$ cat config.mk
export PLATFORM = sky130hd
export DESIGN_NAME = fbfl_ram
export DESIGN_NICKNAME = d
export VERILOG_FILES = /design/src/hw/rtl/fbfl_ram.sv
export SDC_FILE = /design/constraint.sdc
export NUM_CORES = 2
export LEC_CHECK = 0
export ABC_AREA = 0
export BUFFER_PORTS_ARGS = -buffer_cell sky130_fd_sc_hd__buf_2
export CAP_MARGIN = 20
export CORE_ASPECT_RATIO = 1.25
export CORE_UTILIZATION = 35
export DETAILED_ROUTE_END_ITERATION = 6
export GPL_TIMING_DRIVEN = 0
export PLACE_DENSITY = 0.48
export SLEW_MARGIN = 20
export SYNTH_ARGS = -nofsm -noshare
export SYNTH_HDL_FRONTEND = slang
export SYNTH_SLANG_ARGS = --single-unit
export TNS_END_PERCENT = 10
$ cat constraint.sdc
create_clock -name clk -period 2 [get_ports clk]
set_input_delay 0.1 -clock clk [delete_from_list [all_inputs] [get_ports clk]]
set_output_delay 0.1 -clock clk [all_outputs]
set_load 0.1 [all_outputs]
$ cat src/hw/rtl/fbfl_ram.sv
// Generic single-write, single-read synchronous RAM with registered read data.
module fbfl_ram #(
    parameter int WIDTH = 8,
    parameter int DEPTH = 256
) (
    input  logic                     clk,
    input  logic                     we,
    input  logic [$clog2(DEPTH)-1:0] waddr,
    input  logic [WIDTH-1:0]         wdata,
    input  logic                     re,
    input  logic [$clog2(DEPTH)-1:0] raddr,
    output logic [WIDTH-1:0]         rdata
);

    logic [WIDTH-1:0] mem_reg [DEPTH];
    logic [WIDTH-1:0] rdata_reg;

    // Write port
    always_ff @(posedge clk)
    begin
        if (we)
        begin
            mem_reg[waddr] <= wdata;
        end
    end

    // Registered read port, holds when not enabled
    always_ff @(posedge clk)
    begin
        if (re)
        begin
            rdata_reg <= mem_reg[raddr];
        end
    end

    assign rdata = rdata_reg;

endmodule

# == Word-level counts from Yosys, hierarchy flattened ==
# Memories as Yosys holds them, arrays and structs flattened. A register that Yosys moved wholly into a read port is not among the register bits.
# Index checks and enable logic that the tools add are counted.
# word_totals
ram_bits,2048
word_cells,3
ff_bits,0
n_memories,1
out_inout_bits,8
input_bits,27
# op_classes
muxes,2
# memory_table
name,depth,width,read_ports,rd_ports_with_merged_regs,wr,line,rtl
mem_reg,256,8,1,1,1,15,logic [WIDTH-1:0] mem_reg [DEPTH];
# ops
operator,n
1-bit 2-to-1 mux,2

# == Longest topological paths before layout ==
# logic_depth
word_depth,2
ltp_mapped,11
mapped_depth_nobuf,6

# == Worst setup path before layout ==
# No wires, ideal clock.
# synth_timing
path_kind,input to register
from,in raddr[0]
to,reg rdata_reg[2] (netlist: rdata[2]) (read register of mem_reg) (data pin)
setup_ns,0.269
stages,9
t_required_ns,1.731
path_buffers,4
t_arrival_ns,1.907
path_slack_ns,-0.176
path_cell_list,buf_6 buf_12 buf_8 buf_2 mux4_2 a22oi_1 a21oi_1 nor4_1 nor4_2
# synth_rtl
element,line,rtl
start: declaration,11,"input logic [$clog2(DEPTH)-1:0] raddr,"
end: declaration,16,logic [WIDTH-1:0] rdata_reg;

==> reports/results.tsv <==
metric	value	unit
Rows	195	
number of hold violations in the final report	1	
vias in the first global route	41300	
Nets	4057	
Syn Area/Cell	21.3	um2
Least-Margin Pin Slew	1320	ps
sequential share of the synthesized area	0.775	
Post-synth top cells	2056 x edfxtp_1, 454 x mux4_2, 282 x nor2_1	
Die Span Y	535	um
Synth async-reset ratio	0	
RePlAce Congestion	0.948	
# fillers	19900	
fraction of layout cells with a size suffix above 1	0.312	
Total Power	92100	uW
DR iter-0 viols	4405	
Root Driver	clkbuf_16	
ANT nets after route	0	
yosys warns	0	
Starting Density	0.352	
detailed placement HPWL	183000	um
run status	finished with violations	
Hold Path Class	in2reg	
Peak VDD IR	0.000784	V
cell taking the most area after synthesis	edfxtp_1	
CTS H-tree depth	4	
Slew Limit Headroom	0.120	
first-pass GRT wire length	364000	um
ys flop type	edfxtp_1	
First-pass DRT Iterations	7	
Synth area leaders	edfxtp_1 78%, mux4_2 13%, mux2i_1 1.7%	
CP Launch Type	input pin	
IO buf count	27	
max reg flops	2048	
sw frac	0.229	
post-placement cell count	6755	
fin crit share	1.37	
initial antenna violation count	22	
Residual DRC	0	
Post-synth EDFFs	2056	
final setup margin	-742	ps
clk_lat worst skew	920	ps
Net Sw Power	21100	uW
total negative slack	-31260	ps
Crit Path Max Fanout	10	
most frequent cell on the critical path	buf_2	
vias per cell	5.69	
minimum clock period	2740	ps
wire length per cell	37.8	um
CP Cell Sequence	buf_2 -> buf_4 -> and2_1 -> buf_1 -> buf_2 -> a22oi_1 -> a21oi_1 -> nor4_1 -> nor4_4	
worst path bufs/invs	4	
endpoint class of the critical path	flop	
Crit Path Class	in2reg	
aggregate global routing overflow	0	
Worst-path clk slew	70	ps
failing checks	negative hold slack, negative setup slack	
power density over the cells	987	nW/um2
Yosys top cell area share	0.775	
Final Setup Violations	432	
RSZ-0062 raised after global routing	true	
count of state elements after synthesis	2056	
clock sinks	2056	
Sequential Power Share	0.516	
synthesized net count	3760	
Num CTS Buffers	210	
internal power	71000	uW
Non-Filler Instances	7157	
most frequent cell after synthesis	edfxtp_1	
fmax	0.365	GHz
crit path DAT	3330	ps
core area	226000	um2
die area	229000	um2
WHS	-0.300	ps
Area Growth Syn to Fin	17.1	%
Synth cell types	54	
CTS tree	done	
cell area after layout	93300	um2
critical path required time	2580	ps
Syn Inst Count	3733	
clk_skew	47.4	ps
Clk pwr share	0.419	
CP max stage delay	660	ps
largest net degree at the start of global routing	118	
via count	40700	
final-report max-slew violation count	0	
placed cell areas	84900	um2
Comb pwr share	0.065	
width of the die	429	um
Crit path max-delay family	buffers and inverters	
Routed WL	270000	um
CTS max path bufs	4	
leakage power	0.0284	uW
I/O pin cnt	35	
Post-Syn Area	79600	um2
Critical Path Slowest Stage Cell	nor4_4	
gr usage total	0.234	
number of max-cap violations	0	
-- layout make-up --
class                           instances  area (um2)  area share
Tap cell                             2955        3700      0.0396
Antenna cell                            9        22.5    0.000242
Sequential cell                      2056       61700       0.662
Buffer                                232        2000      0.0214
Inverter                                2        8.76   0.0000939
Clock inverter                        109         982      0.0105
Timing Repair Buffer                   86        1300      0.0139
Multi-Input combinational cell       1442       18000       0.193
Clock buffer                          266        5530      0.0593
-- power groups by stage --
| stage | Sequential, uW | Clock, uW | Combinational [uW] |
|---|---|---|---|
| floorplan | 48600 | 0 | 2380 |
| detailed placement | 48500 | 0 | 5620 |
| global placement | 48600 | 0 | 5360 |
| global route | 47500 | 40400 | 6100 |
| CTS | 47500 | 39000 | 5950 |
| finish | 47500 | 38600 | 5990 |
-- placed cells by master (no fill, tap or decap), drive strengths merged, types with 31 or more instances in the layout --
cell type,netlist,layout
a21oi,96,96
a22oi,133,133
buf,122,195
clkbuf,111,374
clkinv,1,85
edfxtp,2056,2056
mux2i,134,134
mux4,456,456
nand2,33,33
nand3,34,34
nor2,282,282
nor2b,31,31
o221ai,47,47
-- per-stage QoR --
step | setup WS (ps) | util
global route | -623 | 0.413
detailed placement | -2800 | 0.376
global placement | -4200 | 0.371
floorplan | -57.4 | -
CTS | -709 | 0.411
finish | -742 | 0.413
-- tightest hold or removal path: stages --
cell	delay (ps)
clkbuf_2	230
nand3_1	240
nor2_2	140
-- logic make-up after synthesis --
kind of cell | synth area share
compound gates | 0.0342
simple gates | 0.0263
mux | 0.146
flops | 0.775
buf+inv | 0.0183
-- repair_timing --
item / CTS / global route
hold buffers: 14 / 0
resized for setup: 351 / 125
pin swaps: 22 / 20
hold endpoints to repair: 803 / 0
setup buffers: 4 / 0
endpoints found under the setup margin: 1870 / 1003
-- worst paths after layout --
path / start / end / slack, ps / depth (start not counted)
max reg2reg: mem_reg[83][6] / rdata[6] / -630 / 6
min: waddr[3] / mem_reg[204][3] / -0.3 / 3
max: raddr[4] / rdata[6] / -740 / 9
min reg2reg: mem_reg[107][2] / rdata[2] / 1450 / 7
-- routing by layer --
layer / vias up / global-route usage / part of all wire
li1: 16300 / - / -
met1: 22300 / 0.292 / 0.38
met2: 1667 / 0.396 / 0.50
met3: 440 / 0.0390 / 0.064
met4: 10 / 0.110 / 0.053
met5: - / 0 / 0.00019
No activity file was read; power rests on OpenSTA's default activity.
