### config.mk
export PLATFORM = sky130hd
export DESIGN_NAME = fbfl_cfg
export DESIGN_NICKNAME = d
export VERILOG_FILES = /design/src/hw/rtl/fbfl_pkg.sv /design/src/hw/rtl/fbfl_cfg.sv
export SDC_FILE = /design/constraint.sdc
export NUM_CORES = 1
export LEC_CHECK = 0
export ABC_AREA = 1
export BUFFER_PORTS_ARGS = -buffer_cell sky130_fd_sc_hd__buf_4
export CAP_MARGIN = 20
export CORE_ASPECT_RATIO = 0.8
export CORE_UTILIZATION = 43
export CTS_CLUSTER_DIAMETER = 150
export DETAILED_ROUTE_END_ITERATION = 8
export PLACE_DENSITY_LB_ADDON = 0.12
export REMOVE_ABC_BUFFERS = 1
export SYNTH_ARGS = -nofsm -noshare
export SYNTH_HDL_FRONTEND = slang
export SYNTH_SLANG_ARGS = --single-unit
### constraint.sdc
create_clock -name clk -period 1.65 [get_ports clk]
set_input_delay 0.0825 -clock clk [delete_from_list [all_inputs] [get_ports clk]]
set_output_delay 0.0825 -clock clk [all_outputs]
set_load 0.03 [all_outputs]
### src/hw/rtl/fbfl_pkg.sv
// Shared constants, types and helpers for the fixed block free list allocator.
package fbfl_pkg;

    // Pool geometry
    localparam int POOL_BLOCKS = 256;
    localparam int IDX_W       = $clog2(POOL_BLOCKS);
    localparam int LINK_W      = $clog2(POOL_BLOCKS + 1);
    localparam int LINK_END    = POOL_BLOCKS;

    // Counter store holds the free count over the allocation count
    localparam int CNT_W      = 32;
    localparam int CNT_PAIR_W = 2 * CNT_W;

    // Field widths
    localparam int BIU_W    = 9;
    localparam int BB_W     = 16;
    localparam int REQ_W    = 2;
    localparam int BIDX_W   = 8;
    localparam int STATUS_W = 2;
    localparam int RIDX_W   = 8;
    localparam int OFF_W    = 24;
    localparam int MDATA_W  = RIDX_W + OFF_W + 2 * CNT_W;

    // Configuration port
    localparam int APB_AW    = 3;
    localparam int APB_DW    = 32;
    localparam int REG_SEL_W = 1;

    localparam logic [REG_SEL_W-1:0] REG_BLOCKS_IN_USE = 1'b0;
    localparam logic [REG_SEL_W-1:0] REG_BLOCK_BYTES   = 1'b1;

    localparam logic [BIU_W-1:0] BIU_RESET = 9'd256;
    localparam logic [BB_W-1:0]  BB_RESET  = 16'd64;

    // Request codes
    localparam logic [REQ_W-1:0] REQ_ALLOC  = 2'd0;
    localparam logic [REQ_W-1:0] REQ_FREE   = 2'd1;
    localparam logic [REQ_W-1:0] REQ_REINIT = 2'd2;

    // Status codes
    localparam logic [STATUS_W-1:0] STATUS_OK    = 2'd0;
    localparam logic [STATUS_W-1:0] STATUS_EMPTY = 2'd1;
    localparam logic [STATUS_W-1:0] STATUS_RANGE = 2'd2;

    typedef enum logic [1:0] {
        ST_INIT,
        ST_IDLE,
        ST_EXEC,
        ST_SWEEP
    } state_t;

    typedef enum logic [2:0] {
        OP_ALLOC,
        OP_FREE,
        OP_EMPTY,
        OP_RANGE,
        OP_NOP
    } op_t;

    typedef struct packed {
        logic [BIU_W-1:0] blocks_in_use;
        logic [BB_W-1:0]  block_bytes;
    } cfg_t;

    typedef struct packed {
        logic              we;
        logic [IDX_W-1:0]  waddr;
        logic [LINK_W-1:0] wdata;
        logic              re;
        logic [IDX_W-1:0]  raddr;
    } link_req_t;

    typedef struct packed {
        logic                  we;
        logic [IDX_W-1:0]      waddr;
        logic [CNT_PAIR_W-1:0] wdata;
        logic                  re;
        logic [IDX_W-1:0]      raddr;
    } cnt_req_t;

    // Clamp the block count to 1..POOL_BLOCKS
    function automatic logic [LINK_W-1:0] eff_blocks(input logic [BIU_W-1:0] biu);
        logic [31:0] b;
        b = 32'(biu);
        if (b == 32'd0)
        begin
            b = 32'd1;
        end
        if (b > 32'(POOL_BLOCKS))
        begin
            b = 32'(POOL_BLOCKS);
        end
        return LINK_W'(b);
    endfunction

endpackage

### src/hw/rtl/fbfl_cfg.sv
// APB register file for the pool size and block size.
module fbfl_cfg (
    input  logic                         clk,
    input  logic                         rst_n,
    input  logic                         psel,
    input  logic                         penable,
    input  logic                         pwrite,
    input  logic [fbfl_pkg::APB_AW-1:0]  paddr,
    input  logic [fbfl_pkg::APB_DW-1:0]  pwdata,
    output logic [fbfl_pkg::APB_DW-1:0]  prdata,
    output logic                         pready,
    output fbfl_pkg::cfg_t               cfg
);
    import fbfl_pkg::*;

    logic [BIU_W-1:0]     blocks_in_use_reg;
    logic [BB_W-1:0]      block_bytes_reg;
    logic [REG_SEL_W-1:0] reg_sel;
    logic                 wr_en;

    assign pready  = 1'b1;
    assign reg_sel = paddr[APB_AW-1:2];
    assign wr_en   = psel && penable && pwrite && pready;

    // Register writes
    always_ff @(posedge clk or negedge rst_n)
    begin
        if (!rst_n)
        begin
            blocks_in_use_reg <= BIU_RESET;
            block_bytes_reg   <= BB_RESET;
        end
        else if (wr_en)
        begin
            case (reg_sel)
                REG_BLOCKS_IN_USE: blocks_in_use_reg <= pwdata[BIU_W-1:0];
                REG_BLOCK_BYTES:   block_bytes_reg   <= pwdata[BB_W-1:0];
                default:           ;
            endcase
        end
    end

    // Read mux
    always_comb
    begin
        case (reg_sel)
            REG_BLOCKS_IN_USE: prdata = APB_DW'(blocks_in_use_reg);
            REG_BLOCK_BYTES:   prdata = APB_DW'(block_bytes_reg);
            default:           prdata = '0;
        endcase
    end

    assign cfg.blocks_in_use = blocks_in_use_reg;
    assign cfg.block_bytes   = block_bytes_reg;

endmodule

### Yosys cells after proc, flatten, opt, wreduce, memory -nomap -nowiden

Cells that the tools add are included.

* flip-flop bits (word level): 25
* bits in latches: 0
* bits in writable memories: 0
* memory bits (read-only): 0
* input port bits: 40
* word-level logic and storage cells: 8
* memories kept: 0

* add/sub/neg operators: 0
* multipliers: 0
* div/mod/pow operators: 0
* $lt $le $gt $ge: 0
* eq/ne operators: 0
* shift-type cells: 0
* mux-type cells: 1
* bitwise gates (word level): 1
* reductions and logical operators: 4

Operator list (number)
* 32-bit one-hot mux with 2 select lines: 1
* 2-bit AND reduction: 2
* 1-bit logical AND: 2
* 1-bit inverter: 1

### Logic depth before layout (Yosys ltp)

Gate-level depths: netlist (run 1).

* word-level depth: 3
* gate-level depth with buffers: 5
* depth with buffers taken out: 4

### Worst setup path before layout (run 1)

No wires, ideal clock.

* path kind: register to output
* from: register block_bytes_reg[6]
* to: output prdata[6] (netlist name)
* arrival: 0.903 ns
* slack: 0.665 ns
* stages on the path, launching flop included: 3
* path buffers: 0
* cells stage by stage: dfstp_2 nand2_1 nand2_1

* longest elaborated chain between the ends: 1

Ends and longest elaborated chain
* from (decl): RTL line fbfl_cfg.sv:17 `logic [BB_W-1:0] block_bytes_reg;`
* from (signal assigned): RTL line fbfl_cfg.sv:37 `REG_BLOCK_BYTES: block_bytes_reg <= pwdata[BB_W-1:0];`
* 32-bit one-hot mux with 2 select lines: RTL line fbfl_cfg.sv:46 `case (reg_sel)`
* to (decl): RTL line fbfl_cfg.sv:10 `output logic [fbfl_pkg::APB_DW-1:0] prdata,`

Every way passes these cells. The select of a mux whose other input is x is not followed.

### Worst setup path in the final report (run 1)

* from: register blocks_in_use_reg[8]
* to: output prdata[8] (netlist name)

* longest elaborated chain between the ends: 1

Ends and longest elaborated chain
* from (decl): RTL line fbfl_cfg.sv:16 `logic [BIU_W-1:0] blocks_in_use_reg;`
* from (signal assigned): RTL line fbfl_cfg.sv:36 `REG_BLOCKS_IN_USE: blocks_in_use_reg <= pwdata[BIU_W-1:0];`
* 32-bit one-hot mux with 2 select lines: RTL line fbfl_cfg.sv:46

Every way passes these cells. The select of a mux whose other input is x is not followed.

==> metrics.cfg, run 1 <==
[grt]
overflow = 0
antenna_found_initial = 0
grt_max_degree = 35
grt_pass1_wl_mm = 5.15
grt_usage_pct = 20.1
grt_pass1_vias = 1141

[final_layout]
syn_to_final_growth_pct = 33.6
largest_reg_flops = 16
diodes = 0
final_common_cell = nand2_1
final_layout_size_suffix_gt1_share_pct = 31.2
final_util_pct = 62.2
final_nets = 272
layout_common_cells = 85 x nand2_1, 62 x buf_4, 25 x nand3_1
fillCellCount = 263

[synth]
synth_xor_area_share_pct = 0
ys_seq_area_share_pct = 47.3
syn_area_mm2 = 0.00133
synthTopCellsByArea = dfrtp_1 43%, nand2_1 24%, buf_4 9.6%
synth_cell_types = 14
syn-mean-instance-area_um2 = 7.63
synthAdderAreaFrac_pct = 0
synth_top_family_by_area = simple AND/OR/NAND/NOR gates
synth_top_area_cell = dfrtp_1
synth_cells = 174
synth_compound_area_share_pct = 0
ys_ff_latch = 25
yosysWarnings = 0
muxShareOfSynthArea_pct = 0
synth-simple-area-share_pct = 36.2
yosysTopAreaCellShare_pct = 43.4

[setup_path]
worst_ep_arrival_time_ns = 1.08
crit_fanout = 3
critical-path-top-delay-family = flip-flops
reg2reg_slack_ns = 0.93
reg2regPathDepth = 2
cp_data_required_time_ns = 1.57
crit_slowest_cell = dfstp_2
crit_buf_inv = 1
cp_slowest_stage_delay_ns = 0.54
worstSetupEndpointType = output port
critPathKind = reg2out
crit_path_cell_trace = nand2_1, nand2_1, buf_4
crit_path_start_kind = register
critPathMostFrequentCell = nand2_1
crit_cells = 3

[timing]
fin_worst_skew_ns = 0
clock.fmax_ghz = 0.858
slew_headroom_pct = 63.8
rsz0062_at_grt = no
period_share_pct = 70.7
hold_viol_final = 0
tightest_slew_ns = 0.542
min_period_ns = 1.17
tns_ns = 0
hold_slack_ns = 0.0460
slew_viol_final = 0
fin_ws_ns = 0.484
setup_violations = 0

[route]
first_iter_violations = 35
viasPerCell = 4.62
antenna_left = 0
routed_wl_mm = 3.10
drc = 0
avgRoutedWirePerCell_um = 11.5
vias = 1244
dr.pass1.iters = 4

[clock_network]
cts_tree = done
clock-root-buffer = clkbuf_8
postCtsHoldBufs = 1
ctsResizeCount = 0
cts.path.max_buffers = 2
cts_setup_buffers = 0
clkTransAtPathRegs_ns = 0.08
cts_num_sinks = 25
cts-buffers-inserted = 3
h-tree-depth = 1
clk_latency_ns = 0.26

[worst_hold_path]
min_path_type = in2reg
holdPathStages = 3

[job]
max_cap_viol_count = 0

[place]
post-dp-hpwl_mm = 2.14
port-buffer-count = 62
place_ws_ns = 0.353
routabilityCongestion = 0.681

[power]
p_sw_mw = 0.887
p_seq_share_pct = 39.1
ir_drop_mv = 0.707
leakagePower_nw = 1.08
intPower_mw = 1.23
powerDensity_mw_per_mm2 = 1190
netSwitchingFraction_pct = 42.0
combPwrFrac_pct = 44.3
clkPwrFrac_pct = 16.5

[floorplanning]
die_w_um = 64.1
die_h_um = 51.7
dieArea_mm2 = 0.00331
num_rows = 17
fp.coreArea_mm2 = 0.00285
start_util_pct = 46.6
io_pins = 98

[status]
status = finished, final reports clean

-- kinds of logic (layout without fill, tap and decap cells) --
family        count (synthesis)  count (layout)
flops                        25              25
simple gates                113             113
buf+inv                      34              76
other cells                   2              17
-- power by group through the flow --
stage | Clock, mW | Sequential (mW) | Combinational, mW
after floorplan | 0 | 1.06 | 0.330
after global placement | 0 | 0.830 | 0.929
after detailed placement | 0 | 0.835 | 0.942
final | 0.349 | 0.827 | 0.937
after global routing | 0.386 | 0.844 | 1.00
after CTS | 0.365 | 0.827 | 0.944
-- worst register-to-register path, cell delays in order, from the launching register on --
cell and delay, ns:
dfstp_2 0.54, nand2_1 0.05, nand2_1 0.07
-- layout make-up --
type | count | area (um^2) | share of cell area (%)
multi-input combinational | 130 | 544 | 30.7
clock buffer | 4 | 45.0 | 2.54
inverter | 9 | 33.8 | 1.90
tap | 38 | 47.5 | 2.68
timing repair buffer | 63 | 475 | 26.8
sequential | 25 | 628 | 35.4
-- cells in the mapped netlist (all sizes together) --
cell and number:
nor2 1, inv 9, clkbuf 1, conb 2, dfrtp 23, dfstp 2
nand4 2, nand2 85, buf 24, nand3 25
-- through the flow --
stage	total power [mW]	cells	cell area, um^2
after floorplan	1.39	164	1210
after global placement	1.76	264	1720
after detailed placement	1.78	264	1720
after CTS	2.14	269	1770
after global routing	2.23	269	1770
final	2.11	269	1770
-- per-layer routing --
metal | global-route usage (%) | vias up | share of wire (%)
li1 | - | 616 | -
met1 | 23.4 | 580 | 40
met2 | 39.0 | 46 | 54
met3 | 3.95 | 2 | 6.2
met4 | 3.33 | 0 | 0.26
met5 | 0 | - | 0
-- final timing paths --
check,startpoint,end
hold reg to reg,blocks_in_use_reg[8],blocks_in_use_reg[8]
setup / recovery,blocks_in_use_reg[8],prdata[8]
hold / removal,pwdata[15],block_bytes_reg[15]
max in group asynchronous,rst_n,blocks_in_use_reg[8]
min in group asynchronous,rst_n,block_bytes_reg[3]
setup reg to reg,block_bytes_reg[6],block_bytes_reg[6]
Power figures use the tool's default switching activity.
==> inputs of run 2 (changes only) <==
--- a/config.mk
+++ b/config.mk
@@ -9,7 +9,7 @@
 export BUFFER_PORTS_ARGS = -buffer_cell sky130_fd_sc_hd__buf_4
 export CAP_MARGIN = 20
 export CORE_ASPECT_RATIO = 0.8
-export CORE_UTILIZATION = 43
+export CORE_UTILIZATION = 36
 export CTS_CLUSTER_DIAMETER = 150
 export DETAILED_ROUTE_END_ITERATION = 8
 export PLACE_DENSITY_LB_ADDON = 0.12
==> constraint.sdc (replaced) <==
create_clock -name clk -period 1 [get_ports clk]
set_input_delay 0.05 -clock clk [delete_from_list [all_inputs] [get_ports clk]]
set_output_delay 0.05 -clock clk [all_outputs]
set_load 0.03 [all_outputs]
==> metrics.cfg, run 2 (synthesis gave the netlist of run 1 again) <==
[place]
port-buffer-count = 62  ; unchanged
post-dp-hpwl_mm = 2.25  ; +5.0%
place_ws_ns = 0.152  ; -0.200 ns
dpl.cell_count = 275  ; +4.2%
placed_area_mm2 = 0.00180  ; +4.8%
routabilityCongestion = 0.691  ; +1.6%

[power]
ir_drop_mv = 0.881  ; +25%
powerDensity_mw_per_mm2 = 1860  ; +56%
leakagePower_nw = 1.19  ; +9.7%

[timing]
fin_worst_skew_ns = 0  ; unchanged
min_period_ns = 1.12
hold_viol_final = 0  ; unchanged
fin_ws_ns = -0.122  ; -0.606 ns
rsz0062_at_grt = yes
tns_ns = -0.404  ; -0.404 ns
slew_viol_final = 0  ; unchanged
clock.fmax_ghz = 0.892
setup_violations = 4  ; +4
period_share_pct = 112

[clock_network]
cts_num_sinks = 25  ; unchanged
cts_tree = done
h-tree-depth = 1  ; unchanged
clkTransAtPathRegs_ns = 0.09  ; about the same
clk_latency_ns = 0.26  ; about the same
cts-buffers-inserted = 3  ; unchanged
clock-root-buffer = clkbuf_8
cts.path.max_buffers = 2  ; unchanged

[route]
routed_wl_mm = 3.21  ; +3.4%
viasPerCell = 4.36  ; -5.6%
vias = 1261  ; +1.4%
avgRoutedWirePerCell_um = 11.1  ; -3.7%
drc = 0  ; unchanged
dr.pass1.iters = 4  ; unchanged
first_iter_violations = 72  ; +110%
antenna_left = 0  ; unchanged

[status]
status = complete, but fails checks
violations = negative setup slack

[grt]
antenna_found_initial = 0  ; unchanged
grt_pass1_vias = 1042  ; -8.7%
grt_pass1_wl_mm = 5.09  ; -1.3%
grt_max_degree = 33  ; -5.7%
grt_usage_pct = 16.5  ; -3.6 points
overflow = 0  ; unchanged

[final_layout]
diodes = 0  ; unchanged
syn_to_final_growth_pct = 50.3
final_nets = 288  ; +5.9%
largest_reg_flops = 16  ; unchanged
stdcell_area_mm2 = 0.00200  ; +12%
final_cells = 289  ; +7.4%
fillCellCount = 352  ; +34%
final_common_cell = nand2_1
final_layout_size_suffix_gt1_share_pct = 35.6  ; +4.5 points
final_util_pct = 57.5  ; -4.7 points
layout_common_cells = 85 x nand2_1, 57 x buf_4, 25 x nand3_1

[setup_path]
reg2reg_slack_ns = 0.14  ; -0.79 ns
critical-path-top-delay-family = flip-flops
cp_slowest_stage_delay_ns = 0.55  ; about the same
worst_ep_arrival_time_ns = 1.07  ; about the same
critPathMostFrequentCell = nand2_1
critPathKind = reg2out
crit_path_cell_trace = nand2_1, nand2_1, buf_6
crit_fanout = 3  ; unchanged
worstSetupEndpointType = output port
crit_buf_inv = 1  ; unchanged
crit_slowest_cell = dfstp_2
cp_data_required_time_ns = 0.95  ; -0.62 ns
crit_path_start_kind = register

[worst_hold_path]
min_path_type = in2reg

[floorplanning]
start_util_pct = 38.2  ; -8.3 points
io_pins = 98  ; unchanged
die_w_um = 69.9  ; +9.0%
die_h_um = 56.3  ; +8.9%
dieArea_mm2 = 0.00394  ; +19%
fp.coreArea_mm2 = 0.00347  ; +22%
num_rows = 19  ; +2

[job]
max_cap_viol_count = 0  ; unchanged

run 2: cell types whose count changed in the layout (fill, tap and decap cells not counted):
cell / before / now
buf_12: 0 / 2
buf_6: 0 / 19
buf_4: 62 / 57
run 2: final cells by class:
type / instances / area (um^2) / share of cell area, %
repair buffers: 79 / 692 / 34.7
clock buffers: 4 / 45.0 / 2.26
inverters: 9 / 33.8 / 1.69
multi-input cells: 130 / 544 / 27.3
flip-flops and latches: 25 / 628 / 31.5
well taps: 42 / 52.6 / 2.63
run 2: tightest hold or removal path: cells and delay by family:
family	cells	cell delay, ns
and+or+nand+nor	2	0.12
buffers and inverters	1	0.11
run 2: timing repair:
item,CTS,global route
endpoints found under the setup margin,11,18
hold endpoints to repair,25,0
hold buffers,1,0
pin swaps,2,19
setup buffers,4,5
resized for setup,11,8
gates cloned,0,0
run 2: worst paths after layout:
path,end,cells after the start,startpoint
setup / recovery,prdata[6],3,block_bytes_reg[6]
hold / removal,blocks_in_use_reg[8],3,pwdata[8]
setup reg to reg,blocks_in_use_reg[2],4,blocks_in_use_reg[2]
hold reg to reg,blocks_in_use_reg[8],2,blocks_in_use_reg[8]
max in group asynchronous,block_bytes_reg[6],2,rst_n
min in group asynchronous,blocks_in_use_reg[2],2,rst_n
run 2: report_power, final:
part | total [mW] | internal (mW) | switching (mW)
logic | 1.76 | 0.705 | 1.06
registers | 1.37 | 1.21 | 0.154
clock network | 0.589 | 0.285 | 0.305
total | 3.72 | 2.20 | 1.52
run 2: metal layers:
layer / up-vias / share of wire (%) / global-route usage (%) / wire length [um]
met5: - / 0 / 0 / 0
met4: 0 / 0.25 / 3.43 / 8
met3: 2 / 6.6 / 4.67 / 212
met2: 50 / 43 / 23.4 / 1370
met1: 564 / 51 / 24.9 / 1620
li1: 645 / - / - / -
run 2: through the flow:
| stage | hold WS, ns | total power [mW] |
|---|---|---|
| 2_1_floorplan | -0.246 | 2.29 |
| 3_3_place_gp | -0.0246 | 2.95 |
| 3_5_place_dp | -0.0286 | 2.96 |
| 4_1_cts | 0.00149 | 3.68 |
| 5_1_grt | 0.00455 | 3.93 |
| 6_report | 0.00754 | 3.72 |
