### src/hw/rtl/fbfl_pkg.sv
// Shared constants, types and helpers for the fixed block free list allocator.
package fbfl_pkg;

    // Pool geometry
    localparam int POOL_BLOCKS = 256;
    localparam int IDX_W       = $clog2(POOL_BLOCKS);
    localparam int LINK_W      = $clog2(POOL_BLOCKS + 1);
    localparam int LINK_END    = POOL_BLOCKS;

    // Counter store holds the free count over the allocation count
    localparam int CNT_W      = 32;
    localparam int CNT_PAIR_W = 2 * CNT_W;

    // Field widths
    localparam int BIU_W    = 9;
    localparam int BB_W     = 16;
    localparam int REQ_W    = 2;
    localparam int BIDX_W   = 8;
    localparam int STATUS_W = 2;
    localparam int RIDX_W   = 8;
    localparam int OFF_W    = 24;
    localparam int MDATA_W  = RIDX_W + OFF_W + 2 * CNT_W;

    // Configuration port
    localparam int APB_AW    = 3;
    localparam int APB_DW    = 32;
    localparam int REG_SEL_W = 1;

    localparam logic [REG_SEL_W-1:0] REG_BLOCKS_IN_USE = 1'b0;
    localparam logic [REG_SEL_W-1:0] REG_BLOCK_BYTES   = 1'b1;

    localparam logic [BIU_W-1:0] BIU_RESET = 9'd256;
    localparam logic [BB_W-1:0]  BB_RESET  = 16'd64;

    // Request codes
    localparam logic [REQ_W-1:0] REQ_ALLOC  = 2'd0;
    localparam logic [REQ_W-1:0] REQ_FREE   = 2'd1;
    localparam logic [REQ_W-1:0] REQ_REINIT = 2'd2;

    // Status codes
    localparam logic [STATUS_W-1:0] STATUS_OK    = 2'd0;
    localparam logic [STATUS_W-1:0] STATUS_EMPTY = 2'd1;
    localparam logic [STATUS_W-1:0] STATUS_RANGE = 2'd2;

    typedef enum logic [1:0] {
        ST_INIT,
        ST_IDLE,
        ST_EXEC,
        ST_SWEEP
    } state_t;

    typedef enum logic [2:0] {
        OP_ALLOC,
        OP_FREE,
        OP_EMPTY,
        OP_RANGE,
        OP_NOP
    } op_t;

    typedef struct packed {
        logic [BIU_W-1:0] blocks_in_use;
        logic [BB_W-1:0]  block_bytes;
    } cfg_t;

    typedef struct packed {
        logic              we;
        logic [IDX_W-1:0]  waddr;
        logic [LINK_W-1:0] wdata;
        logic              re;
        logic [IDX_W-1:0]  raddr;
    } link_req_t;

    typedef struct packed {
        logic                  we;
        logic [IDX_W-1:0]      waddr;
        logic [CNT_PAIR_W-1:0] wdata;
        logic                  re;
        logic [IDX_W-1:0]      raddr;
    } cnt_req_t;

    // Clamp the block count to 1..POOL_BLOCKS
    function automatic logic [LINK_W-1:0] eff_blocks(input logic [BIU_W-1:0] biu);
        logic [31:0] b;
        b = 32'(biu);
        if (b == 32'd0)
        begin
            b = 32'd1;
        end
        if (b > 32'(POOL_BLOCKS))
        begin
            b = 32'(POOL_BLOCKS);
        end
        return LINK_W'(b);
    endfunction

endpackage

### src/hw/rtl/fbfl_ctrl.sv
// Request sequencer: reads, updates and writes back the link and counter RAMs.
module fbfl_ctrl (
    input  logic                            clk,
    input  logic                            rst_n,
    input  fbfl_pkg::cfg_t                  cfg,
    input  logic                            s_axis_tvalid,
    output logic                            s_axis_tready,
    input  logic [fbfl_pkg::BIDX_W-1:0]     s_axis_tdata,
    input  logic [fbfl_pkg::REQ_W-1:0]      s_axis_tuser,
    output logic                            m_axis_tvalid,
    input  logic                            m_axis_tready,
    output logic [fbfl_pkg::MDATA_W-1:0]    m_axis_tdata,
    output logic [fbfl_pkg::STATUS_W-1:0]   m_axis_tuser,
    output fbfl_pkg::link_req_t             link_req,
    input  logic [fbfl_pkg::LINK_W-1:0]     link_rdata,
    output fbfl_pkg::cnt_req_t              cnt_req,
    input  logic [fbfl_pkg::CNT_PAIR_W-1:0] cnt_rdata
);
    import fbfl_pkg::*;

    state_t             state_reg, state_next;
    op_t                op_reg, op_next;
    logic [BIDX_W-1:0]  idx_reg, idx_next;
    logic [IDX_W-1:0]   head_reg, head_next;
    logic               empty_reg, empty_next;
    logic [IDX_W-1:0]   sweep_idx_reg, sweep_idx_next;
    logic [LINK_W-1:0]  sweep_blocks_reg, sweep_blocks_next;
    logic               out_valid_reg, out_valid_next;
    logic [STATUS_W-1:0] out_status_reg, out_status_next;
    logic [RIDX_W-1:0]  out_ridx_reg, out_ridx_next;
    logic [OFF_W-1:0]   out_off_reg, out_off_next;
    logic [CNT_W-1:0]   out_at_reg, out_at_next;
    logic [CNT_W-1:0]   out_ft_reg, out_ft_next;
    logic               out_load;

    logic               sweep_last;
    logic [LINK_W-1:0]  sweep_succ;
    logic [LINK_W-1:0]  sweep_link;
    logic [IDX_W-1:0]   res_idx;
    logic [IDX_W+BB_W-1:0] res_prod;
    logic [CNT_W-1:0]   alloc_inc;
    logic [CNT_W-1:0]   free_inc;
    logic               free_in_range;

    // Sweep link value: chain to the next block inside the pool, else end mark
    assign sweep_last = (sweep_idx_reg == IDX_W'(POOL_BLOCKS - 1));
    assign sweep_succ = LINK_W'(sweep_idx_reg) + LINK_W'(1);
    assign sweep_link = (sweep_succ < sweep_blocks_reg) ? sweep_succ : LINK_W'(LINK_END);

    // Block touched in the execute cycle and its byte offset
    assign res_idx   = (op_reg == OP_ALLOC) ? head_reg : IDX_W'(idx_reg);
    assign res_prod  = (IDX_W+BB_W)'(res_idx) * (IDX_W+BB_W)'(cfg.block_bytes);
    assign alloc_inc = cnt_rdata[CNT_W-1:0] + CNT_W'(1);
    assign free_inc  = cnt_rdata[CNT_PAIR_W-1:CNT_W] + CNT_W'(1);

    assign free_in_range = (32'(s_axis_tdata) < 32'(eff_blocks(cfg.blocks_in_use)));

    // Next state, memory requests and result
    always_comb
    begin
        state_next        = state_reg;
        op_next           = op_reg;
        idx_next          = idx_reg;
        head_next         = head_reg;
        empty_next        = empty_reg;
        sweep_idx_next    = sweep_idx_reg;
        sweep_blocks_next = sweep_blocks_reg;
        out_load          = 1'b0;
        out_status_next   = STATUS_OK;
        out_ridx_next     = '0;
        out_off_next      = '0;
        out_at_next       = '0;
        out_ft_next       = '0;
        link_req          = '0;
        cnt_req           = '0;
        s_axis_tready     = 1'b0;

        case (state_reg)
            ST_INIT, ST_SWEEP:
            begin
                // Write one entry of the fresh chain and clear its counters
                link_req.we    = 1'b1;
                link_req.waddr = sweep_idx_reg;
                link_req.wdata = sweep_link;
                cnt_req.we     = 1'b1;
                cnt_req.waddr  = sweep_idx_reg;
                cnt_req.wdata  = '0;
                if (sweep_last)
                begin
                    sweep_idx_next = '0;
                    state_next     = (state_reg == ST_INIT) ? ST_IDLE : ST_EXEC;
                end
                else
                begin
                    sweep_idx_next = sweep_idx_reg + IDX_W'(1);
                end
            end

            ST_IDLE:
            begin
                s_axis_tready = 1'b1;
                if (s_axis_tvalid)
                begin
                    idx_next   = s_axis_tdata;
                    state_next = ST_EXEC;
                    case (s_axis_tuser)
                        REQ_ALLOC:
                        begin
                            if (empty_reg)
                            begin
                                op_next = OP_EMPTY;
                            end
                            else
                            begin
                                // Fetch the head's link and counters
                                op_next        = OP_ALLOC;
                                link_req.re    = 1'b1;
                                link_req.raddr = head_reg;
                                cnt_req.re     = 1'b1;
                                cnt_req.raddr  = head_reg;
                            end
                        end
                        REQ_FREE:
                        begin
                            if (free_in_range)
                            begin
                                op_next       = OP_FREE;
                                cnt_req.re    = 1'b1;
                                cnt_req.raddr = IDX_W'(s_axis_tdata);
                            end
                            else
                            begin
                                op_next = OP_RANGE;
                            end
                        end
                        REQ_REINIT:
                        begin
                            // Rebuild the list over the current pool size
                            op_next           = OP_NOP;
                            head_next         = '0;
                            empty_next        = 1'b0;
                            sweep_blocks_next = eff_blocks(cfg.blocks_in_use);
                            sweep_idx_next    = '0;
                            state_next        = ST_SWEEP;
                        end
                        default:
                        begin
                            op_next = OP_NOP;
                        end
                    endcase
                end
            end

            ST_EXEC:
            begin
                // Hold until the result register is free
                if (!out_valid_reg || m_axis_tready)
                begin
                    out_load   = 1'b1;
                    state_next = ST_IDLE;
                    case (op_reg)
                        OP_ALLOC:
                        begin
                            cnt_req.we    = 1'b1;
                            cnt_req.waddr = head_reg;
                            cnt_req.wdata = {cnt_rdata[CNT_PAIR_W-1:CNT_W], alloc_inc};
                            if (link_rdata >= LINK_W'(LINK_END))
                            begin
                                empty_next = 1'b1;
                                head_next  = '0;
                            end
                            else
                            begin
                                head_next = link_rdata[IDX_W-1:0];
                            end
                            out_ridx_next = RIDX_W'(res_idx);
                            out_off_next  = OFF_W'(res_prod);
                            out_at_next   = alloc_inc;
                            out_ft_next   = cnt_rdata[CNT_PAIR_W-1:CNT_W];
                        end
                        OP_FREE:
                        begin
                            // Push the block in front of the old head
                            link_req.we    = 1'b1;
                            link_req.waddr = res_idx;
                            link_req.wdata = empty_reg ? LINK_W'(LINK_END) : LINK_W'(head_reg);
                            cnt_req.we     = 1'b1;
                            cnt_req.waddr  = res_idx;
                            cnt_req.wdata  = {free_inc, cnt_rdata[CNT_W-1:0]};
                            head_next      = res_idx;
                            empty_next     = 1'b0;
                            out_ridx_next  = RIDX_W'(res_idx);
                            out_off_next   = OFF_W'(res_prod);
                            out_at_next    = cnt_rdata[CNT_W-1:0];
                            out_ft_next    = free_inc;
                        end
                        OP_EMPTY:
                        begin
                            out_status_next = STATUS_EMPTY;
                        end
                        OP_RANGE:
                        begin
                            out_status_next = STATUS_RANGE;
                            out_ridx_next   = RIDX_W'(idx_reg);
                        end
                        default:
                        begin
                            out_status_next = STATUS_OK;
                        end
                    endcase
                end
            end

            default:
            begin
                state_next = ST_INIT;
            end
        endcase
    end

    // Result register valid
    always_comb
    begin
        if (out_load)
        begin
            out_valid_next = 1'b1;
        end
        else if (m_axis_tready)
        begin
            out_valid_next = 1'b0;
        end
        else
        begin
            out_valid_next = out_valid_reg;
        end
    end

    // Control state
    always_ff @(posedge clk or negedge rst_n)
    begin
        if (!rst_n)
        begin
            state_reg        <= ST_INIT;
            op_reg           <= OP_NOP;
            head_reg         <= '0;
            empty_reg        <= 1'b0;
            sweep_idx_reg    <= '0;
            sweep_blocks_reg <= eff_blocks(BIU_RESET);
            out_valid_reg    <= 1'b0;
        end
        else
        begin
            state_reg        <= state_next;
            op_reg           <= op_next;
            head_reg         <= head_next;
            empty_reg        <= empty_next;
            sweep_idx_reg    <= sweep_idx_next;
            sweep_blocks_reg <= sweep_blocks_next;
            out_valid_reg    <= out_valid_next;
        end
    end

    // Payload registers
    always_ff @(posedge clk)
    begin
        idx_reg <= idx_next;
        if (out_load)
        begin
            out_status_reg <= out_status_next;
            out_ridx_reg   <= out_ridx_next;
            out_off_reg    <= out_off_next;
            out_at_reg     <= out_at_next;
            out_ft_reg     <= out_ft_next;
        end
    end

    assign m_axis_tvalid = out_valid_reg;
    assign m_axis_tuser  = out_status_reg;
    assign m_axis_tdata  = {out_ft_reg, out_at_reg, out_off_reg, out_ridx_reg};

    // An item always moves to execute or to the rebuild sweep
    a_accept_next: assert property (@(posedge clk) disable iff (!rst_n)
        (s_axis_tvalid && s_axis_tready) |=> (state_reg == ST_EXEC || state_reg == ST_SWEEP))
        else $error("accepted item did not advance");

    // An allocation is only executed on a non-empty list
    a_alloc_nonempty: assert property (@(posedge clk) disable iff (!rst_n)
        (state_reg == ST_EXEC && op_reg == OP_ALLOC) |-> !empty_reg)
        else $error("allocation executed on empty list");

    // Allocation never rewrites a link entry
    a_alloc_no_link_wr: assert property (@(posedge clk) disable iff (!rst_n)
        (state_reg == ST_EXEC && op_reg == OP_ALLOC) |-> !link_req.we)
        else $error("allocation wrote the link store");

    // A result is loaded only into a free or draining output register
    a_out_free: assert property (@(posedge clk) disable iff (!rst_n)
        out_load |-> (!out_valid_reg || m_axis_tready))
        else $error("result register overwritten");

    // The rebuild sweep ends in the execute cycle that reports it
    a_sweep_report: assert property (@(posedge clk) disable iff (!rst_n)
        (state_reg == ST_SWEEP && sweep_last) |=> (state_reg == ST_EXEC && op_reg == OP_NOP))
        else $error("rebuild sweep did not report");

endmodule

### config.mk
export PLATFORM = sky130hd
export DESIGN_NAME = fbfl_ctrl
export DESIGN_NICKNAME = d
export VERILOG_FILES = /design/src/hw/rtl/fbfl_pkg.sv /design/src/hw/rtl/fbfl_ctrl.sv
export SDC_FILE = /design/constraint.sdc
export NUM_CORES = 1
export LEC_CHECK = 0
export ABC_AREA = 0
export BUFFER_PORTS_ARGS = -buffer_cell sky130_fd_sc_hd__buf_2
export CORE_ASPECT_RATIO = 0.75
export CORE_MARGIN = 5
export CORE_UTILIZATION = 45
export DETAILED_ROUTE_END_ITERATION = 8
export PLACE_DENSITY = 0.75
export SYNTH_ARGS = -nofsm -noshare
export SYNTH_HDL_FRONTEND = slang
export SYNTH_SLANG_ARGS = --single-unit
### constraint.sdc
create_clock -name clk -period 10 [get_ports clk]
set_input_delay 2 -clock clk [delete_from_list [all_inputs] [get_ports clk]]
set_output_delay 2 -clock clk [all_outputs]
set_load 0.02 [all_outputs]
# --- After elaboration in Yosys (flattened, before gate mapping) ---
# Cells that the tools add are included.
# Widths: inputs -> output; s select.
op_classes:
  addsub: 4
  multipliers: 1
  order_cmp: 5
  eq_ne: 15
  mux: 55
  n_reduce_logical: 19
ops:
  columns: ["operator", "n"]
  rows:
  - ["$pmux 73 s2", 2]
  - ["$pmux 32 s2", 2]
  - ["$mux 9", 12]
  - ["$mux 32", 3]
  - ["$mux 73", 1]
  - ["$add 32x1->32 const B", 2]
  - ["$gt 32x9->1 const B", 2]
  - ["$pmux 8 s2", 4]
  - ["$mux 8", 6]
  - ["$mux 18", 2]
  - ["$pmux 18 s2", 1]
  - ["$mul 8x16->24", 1]
  - ["$pmux 9 s2", 1]
  - ["$mux 2", 6]
  - ["$reduce_and 3->1", 4]
  - ["$mux 1", 10]
  - ["$add 8x1->9 const B", 1]
  - ["$ge 9x9->1 const B", 1]
  - ["$logic_not 9->1", 1]
  - ["$lt 8x9->1", 1]
  - ["$lt 9x9->1", 1]
  - ["$add 8x1->8 const B", 1]
  - ["$eq 8x8->1 const B", 1]
  - ["$ne 2x2->1 const B", 4]
  - ["19 further kinds", 29]
totals:
  regBits: 138
  in_bits: 112
  output_inout_bits: 209

# --- Logic depth before layout (Yosys ltp) ---
# Gate-level depths: netlist of the first run.
depth:
  depth_word: 9
  mapped_depth: 23
  depth_no_buf: 19

# --- Worst setup path before layout of the first run ---
# Ideal clock, no wire load.
synth_timing:
  kind: "input port to flip-flop"
  start: "input port cfg[1] (netlist name)"
  end: "register out_off_reg[21], data pin"
  setup_time_ps: 255
  arrival_ps: 6011
  slack_ps: 3734
  path_stages: 15
  n_path_buf: 0
  path_cell_list: "nor2b_1 fa_1 fa_1 fa_1 inv_1 fa_1 inv_1 ha_1 o211a_1 o31a_1 o311a_1 a311o_1 a31oi_1 xnor2_1 and2_1"
synth_via:
  elab_chain_len: 1
synth_rtl:
  columns: ["element", "line", "source"]
  rows:
  - ["start, declared", "fbfl_ctrl.sv:5", "input fbfl_pkg::cfg_t cfg,"]
  - ["$mul 8x16->24", "fbfl_ctrl.sv:52", "assign res_prod = (IDX_W+BB_W)'(res_idx) * (IDX_W+BB_W)'(cfg.block_bytes);"]
  - ["end signal, assigned", "fbfl_ctrl.sv:271", "out_off_reg <= out_off_next;"]
  - ["end, declared", "fbfl_ctrl.sv:31", "logic [OFF_W-1:0] out_off_reg, out_off_next;"]
# Every way passes these cells.
# A chain may end at the register's enable or synchronous reset.

==> results of run 1 <==
-- worst max-delay path, delay by kind of cell --
| kind | cells | cell delay, ns |
|---|---|---|
| AND/OR/NAND/NOR | 3 | 0.97 |
| AO/OA/AOI/OAI | 5 | 0.77 |
| buffers and inverters | 2 | 0.32 |
| adder cells (fa/ha/maj) | 1 | 0.31 |
-- metrics by stage --
stage          area (um^2)  cells
3_5_place_dp         13800   1913
5_1_grt              14400   1947
3_3_place_gp         13800   1913
4_1_cts              14400   1945
2_1_floorplan        11900   1288
6_report             14400   1949
-- cell families after synthesis --
logic type	synth area share [%]
and+or+nand+nor	24.3
AOI/OAI and AO/OA	8.29
muxes	1.02
DFF	33.5
buffers and inverters	5.63
adders and majority gates	21.1
xor gates and xnor gates	6.11
-- per-layer routing --
metal  wire length [um]  share of wire (%)
met4                933                2.5
met2              17200                 46
met1              15300                 41
met5                 37              0.099
met3               3790                 10
-- final timing paths --
| kind | to | cells after the start | start |
|---|---|---|---|
| setup / recovery | cnt_req[4] | 11 | cfg[24] |
| min in group asynchronous | sweep_idx_reg[4] | 1 | rst_n |
| setup reg to reg | out_off_reg[17] | 20 | op_reg[1] |
| hold reg to reg | sweep_blocks_reg[7] | 2 | sweep_blocks_reg[7] |
| max in group asynchronous | state_reg[1] | 1 | rst_n |
| hold / removal | sweep_blocks_reg[7] | 2 | sweep_blocks_reg[7] |
-- cells in the final DEF (no fill, tap or decap), types with 5 or more instances in the layout --
master     Yosys  final
and4_1         7      7
nand2b_1      33     32
nand3_1       29     29
dfrtp_1       30     30
nor3b_1       19     18
ha_1          66     66
xnor2_1       27     27
nand2_1       90     90
nand4_1       23     23
and3_1        10     10
nor2_1       164    164
a21o_1        29     29
nor2b_1      123    123
edfxtp_1     106    106
and2_1        18     18
inv_1        125    124
buf_2          1    320
o21a_1         5      5
nor3_1        36     36
clkbuf_16      0     17
fa_1          84     84
buf_4          0     14
o21ai_0       40     40
mux2i_1       11     11
xor2_1        56     56
o31ai_1       12     12
a21oi_1       51     51
or2_2          6      6
-- cell type report --
cell class | count | share of cell area [%]
Clock buffer | 19 | 3.00
Sequential cell | 138 | 27.6
Antenna cell | 4 | 0.0694
Inverter | 125 | 3.27
Tap cell | 344 | 2.98
Multi-Input combinational cell | 972 | 50.2
Timing Repair Buffer | 334 | 11.8
Clock inverter | 13 | 1.01
==> metrics.cfg, run 1 <==
[worst_setup_path]
r2r_slack_ns=3.86
max_stage_delay_ns=0.60
worstPathRequired_ns=8.00
timing.critical_path.mode_cell=a21o_1
critical_path.cell_chain=buf_2 > nand2b_1 > ha_1 > a21o_1 > a21o_1 > a21oi_1 > o21ai_0 > nor4bb_1 > nor4_2 > a21o_1 > buf_2
crit_path_top_delay_cell=nor4_2
critPathMaxFanout=12
critPathCaptureType=output pin
worstSetupStartpointType=input port
critPathArrivalTime_ns=4.38
critical_path_class=input port to output pin

[cts]
clock_latency_ns=0.42
cts_hold_buffers=0
cts_root_buf=clkbuf_16
clockBufferDepth=2
clk_transition_reported_paths_ns=0.06
cts_resized=0
cts.sinks=138
numCtsBuffers=17
cts_setup_buffers=0
cts_tree=built
cts_max_level=4

[synthesis]
yosys-top-cells-area=edfxtp_1 27%, fa_1 14%, ha_1 6.9%, nor2b_1 6.5%, dfrtp_1 6.3%
synth_seq_cells=138
synth_edf_count=106
synth.avg_cell_area_um2=9.23
synth_area_leader_cell=edfxtp_1
synth_top_area_share_pct=26.8
synthTopCellsByCount=164 x nor2_1, 125 x inv_1, 123 x nor2b_1
yosys_warnings=0
synth_area_um2=11900
netlist_instances=1288
synthArstFlopShare_pct=23.2
ys_seq_area_share_pct=33.5
synthDistinctLibCells=51
synth_most_common_cell=nor2_1
syn_nets=1550
synth_flop_cell=edfxtp_1

[final_layout]
fin_util_pct=55.6
layout-drive-gt1-share_pct=23.7
fillers=2363
fin_nets=1850
layout.area.seq_um2=3990
syn_to_final_growth_pct=21.4
multiInputGateArea_um2=7250

[timing]
slew_viol_final=0
setup_ws_ns=3.62
rsz0062_at_grt=false
finalSetupTns_ns=0
max_freq_mhz=157
hold_viol=0
whs_ns=0.485
finalSetupViolations=0
period_share_pct=63.8
finClkSkew_ns=0.0121
relSlewSlack_pct=26.5
worst_pin_slew_ns=1.10
layout_min_cycle_time_ns=6.38

[grt]
grt_max_degree=74
grt_pass1_vias=10524
antenna_found_initial=6
grt_pass1_wl_um=57100
track_usage_pct=24.4
grtUsageMet2_pct=38.7
grt_busiest_layer=met2
met3_usage_pct=6.47
grt_overflow_total=0
met1_usage_pct=33.0

[floorplanning]
initial_core_util_pct=45.8
die_h_um=151
core_area_um2=26000
die_x_um=198
row_count=51
io_pins=321
die-area_um2=29800

[routing]
drt_iter0_markers=721
vias=10579
routed_wl_um=37200
drc_errors=0
avgViaCountPerCell=5.43
routedWlPerCell_um=19.1
antenna_left=0
drt_pre_antenna_iters=8

[placement]
portBuffers=320
place_ws_ns=3.33
dp_hpwl_um=29400
gp_congestion=0.943

[outcome]
status=complete, no violations

[flow_run]
drv_cap=0

[hold_path]
hold_path.class=register to register

Power of run 1 is not shown: default switching activity piles up to over one toggle a cycle in this logic, so the estimate is an artifact.
==> run 2: changes to the inputs <==
--- a/config.mk
+++ b/config.mk
@@ -11,7 +11,7 @@
 export CORE_MARGIN = 5
 export CORE_UTILIZATION = 45
 export DETAILED_ROUTE_END_ITERATION = 8
-export PLACE_DENSITY = 0.75
+export PLACE_DENSITY = 0.78
 export SYNTH_ARGS = -nofsm -noshare
 export SYNTH_HDL_FRONTEND = slang
 export SYNTH_SLANG_ARGS = --single-unit
==> constraint.sdc (replaced) <==
create_clock -name clk -period 5.15 [get_ports clk]
set_input_delay 1.03 -clock clk [delete_from_list [all_inputs] [get_ports clk]]
set_output_delay 1.03 -clock clk [all_outputs]
set_load 0.02 [all_outputs]
==> run 2 against run 1 <==
Compared with the run above: the run now ends with setup timing left; count of clock-buffer cells in the layout stayed put; worst hold slack worse by 0.010 ns; design area is 8.6% higher; sequential share of layout area is 2.2 points lower; die area stayed put; sequential cell count stayed put; first-iteration DRC count is 21% higher; via count is 2.9% higher; global-route usage is 0.14 points higher; register-to-register slack worse by 4.0 ns; utilization is 4.8 points higher; critical path depth is 9 higher; critical path type is now register to register.
==> metrics.cfg, run 2 (synthesis gave the netlist of run 1 again) <==
[flow_run]
drv_cap=0

[worst_setup_path]
critical_path_class=register to register
critPathCaptureType=register
timing.critical_path.mode_cell=fa_1
worstPathRequired_ns=5.31
max_stage_delay_ns=0.53
critPathArrivalTime_ns=5.49
critPathMaxFanout=6
critical_path.cell_chain=nor3_4 > buf_12 > buf_12 > mux2i_4 > buf_12 > nor2b_1 > fa_1 > fa_1 > fa_1 > inv_1 > fa_1 > inv_2 > ha_4 > o211a_1 > o31a_1 > o311a_1 > a311o_1 > a31oi_1 > xor2_1 > nor2_1
worstSetupStartpointType=register
crit_path_top_delay_cell=fa_1

[routing]
drt_iter0_markers=871
drc_errors=0
routed_wl_um=37800
vias=10884
avgViaCountPerCell=5.37
routedWlPerCell_um=18.7
antenna_left=0
drt_pre_antenna_iters=5

[grt]
grt_pass1_wl_um=58100
grt_max_degree=89
grtUsageMet2_pct=40.1
met1_usage_pct=32.9
grt_pass1_vias=11121
grt_overflow_total=0
met3_usage_pct=5.48
antenna_found_initial=1
grt_busiest_layer=met2
track_usage_pct=24.6

[placement]
dp_hpwl_um=29300
portBuffers=320
place_ws_ns=-0.204
gp_congestion=0.947

[timing]
hold_viol=0
layout_min_cycle_time_ns=5.32
finalSetupTns_ns=-1.01
finClkSkew_ns=0.00912
period_share_pct=103
max_freq_mhz=188
setup_ws_ns=-0.172
rsz0062_at_grt=true
relSlewSlack_pct=31.2
slew_viol_final=0
whs_ns=0.475
worst_pin_slew_ns=1.02
finalSetupViolations=10

[final_layout]
layout_commonest_cell=buf_2
mostFrequentLayoutCells=320 x buf_2, 162 x nor2_1, 116 x inv_1
syn_to_final_growth_pct=31.9
layout-drive-gt1-share_pct=31.4
fin_nets=1930
antenna-diode-count=0

[floorplanning]
core_area_um2=26000
row_count=51
initial_core_util_pct=45.8
die_x_um=198
die-area_um2=29800
io_pins=321
die_h_um=151

[cts]
cts_max_level=4
numCtsBuffers=17
clockBufferDepth=2
cts_tree=built
clock_latency_ns=0.42
clk_transition_reported_paths_ns=0.06
cts_hold_buffers=0
cts.sinks=138
cts_root_buf=clkbuf_16

[outcome]
violations=setup timing
status=finished with violations

[hold_path]
hold_path.class=register to register

-- run 2: cell types whose count changed in the layout (fill, tap and decap cells not counted), moves of 8 or more --
cell and change:
a21oi_1 -9, buf_12 +13, buf_4 +61, ha_1 -11, ha_4 +10, inv_1 -8, inv_2 +8, nor2b_1 -10
nor2b_2 +10
-- run 2: per-layer routing --
metal,vias up,share of wire (%)
li1,5049,-
met1,5304,42
met2,461,48
met3,68,7.8
met4,2,2.6
met5,-,0.019
-- run 2: metrics by stage --
stage | instances | area, um^2 | utilization, %
3_3_place_gp | 1973 | 14500 | 56.0
6_report | 2025 | 15700 | 60.4
2_1_floorplan | 1288 | 12100 | -
4_1_cts | 2017 | 15400 | 59.4
3_5_place_dp | 1973 | 14500 | 56.0
5_1_grt | 2025 | 15700 | 60.4
-- run 2: final timing paths --
kind / from / end / slack [ns] / cells after the start
min in group asynchronous: rst_n / sweep_blocks_reg[4] / 0.68 / 1
max: op_reg[1] / out_off_reg[17] / -0.17 / 20
max in group asynchronous: rst_n / head_reg[4] / 3.98 / 1
max reg2reg: op_reg[1] / out_off_reg[17] / -0.17 / 20
min: sweep_blocks_reg[0] / sweep_blocks_reg[0] / 0.48 / 2
min reg2reg: sweep_blocks_reg[0] / sweep_blocks_reg[0] / 0.48 / 2
-- run 2: cell type report --
class	count	area (um^2)
Clock inverter	13	129
Fill cell	2216	10300
Inverter	125	472
Timing Repair Buffer	414	2540
Sequential cell	138	3990
Clock buffer	19	443
Tap cell	344	430
Multi-Input combinational cell	972	7680
-- run 2: what timing repair did --
action | 4_1_cts | 5_1_grt
setup endpoints to repair | 11 | 14
buffers inserted | 10 | 7
resized for setup | 34 | 41
pin swaps | 21 | 26
gates cloned | 2 | 1
hold endpoints to repair | 0 | 0
-- run 2: critical path: cells and delay by family, from the launching register on --
kind / cells / cell delay, ns
AOI/OAI and AO/OA: 5 / 1.12
DFF: 1 / 0.41
xor gates and xnor gates: 1 / 0.16
and+or+nand+nor: 3 / 0.34
buffers and inverters: 5 / 0.54
muxes: 1 / 0.29
adders and majority gates: 5 / 2.21
Power of run 2 is left out for the same reason.
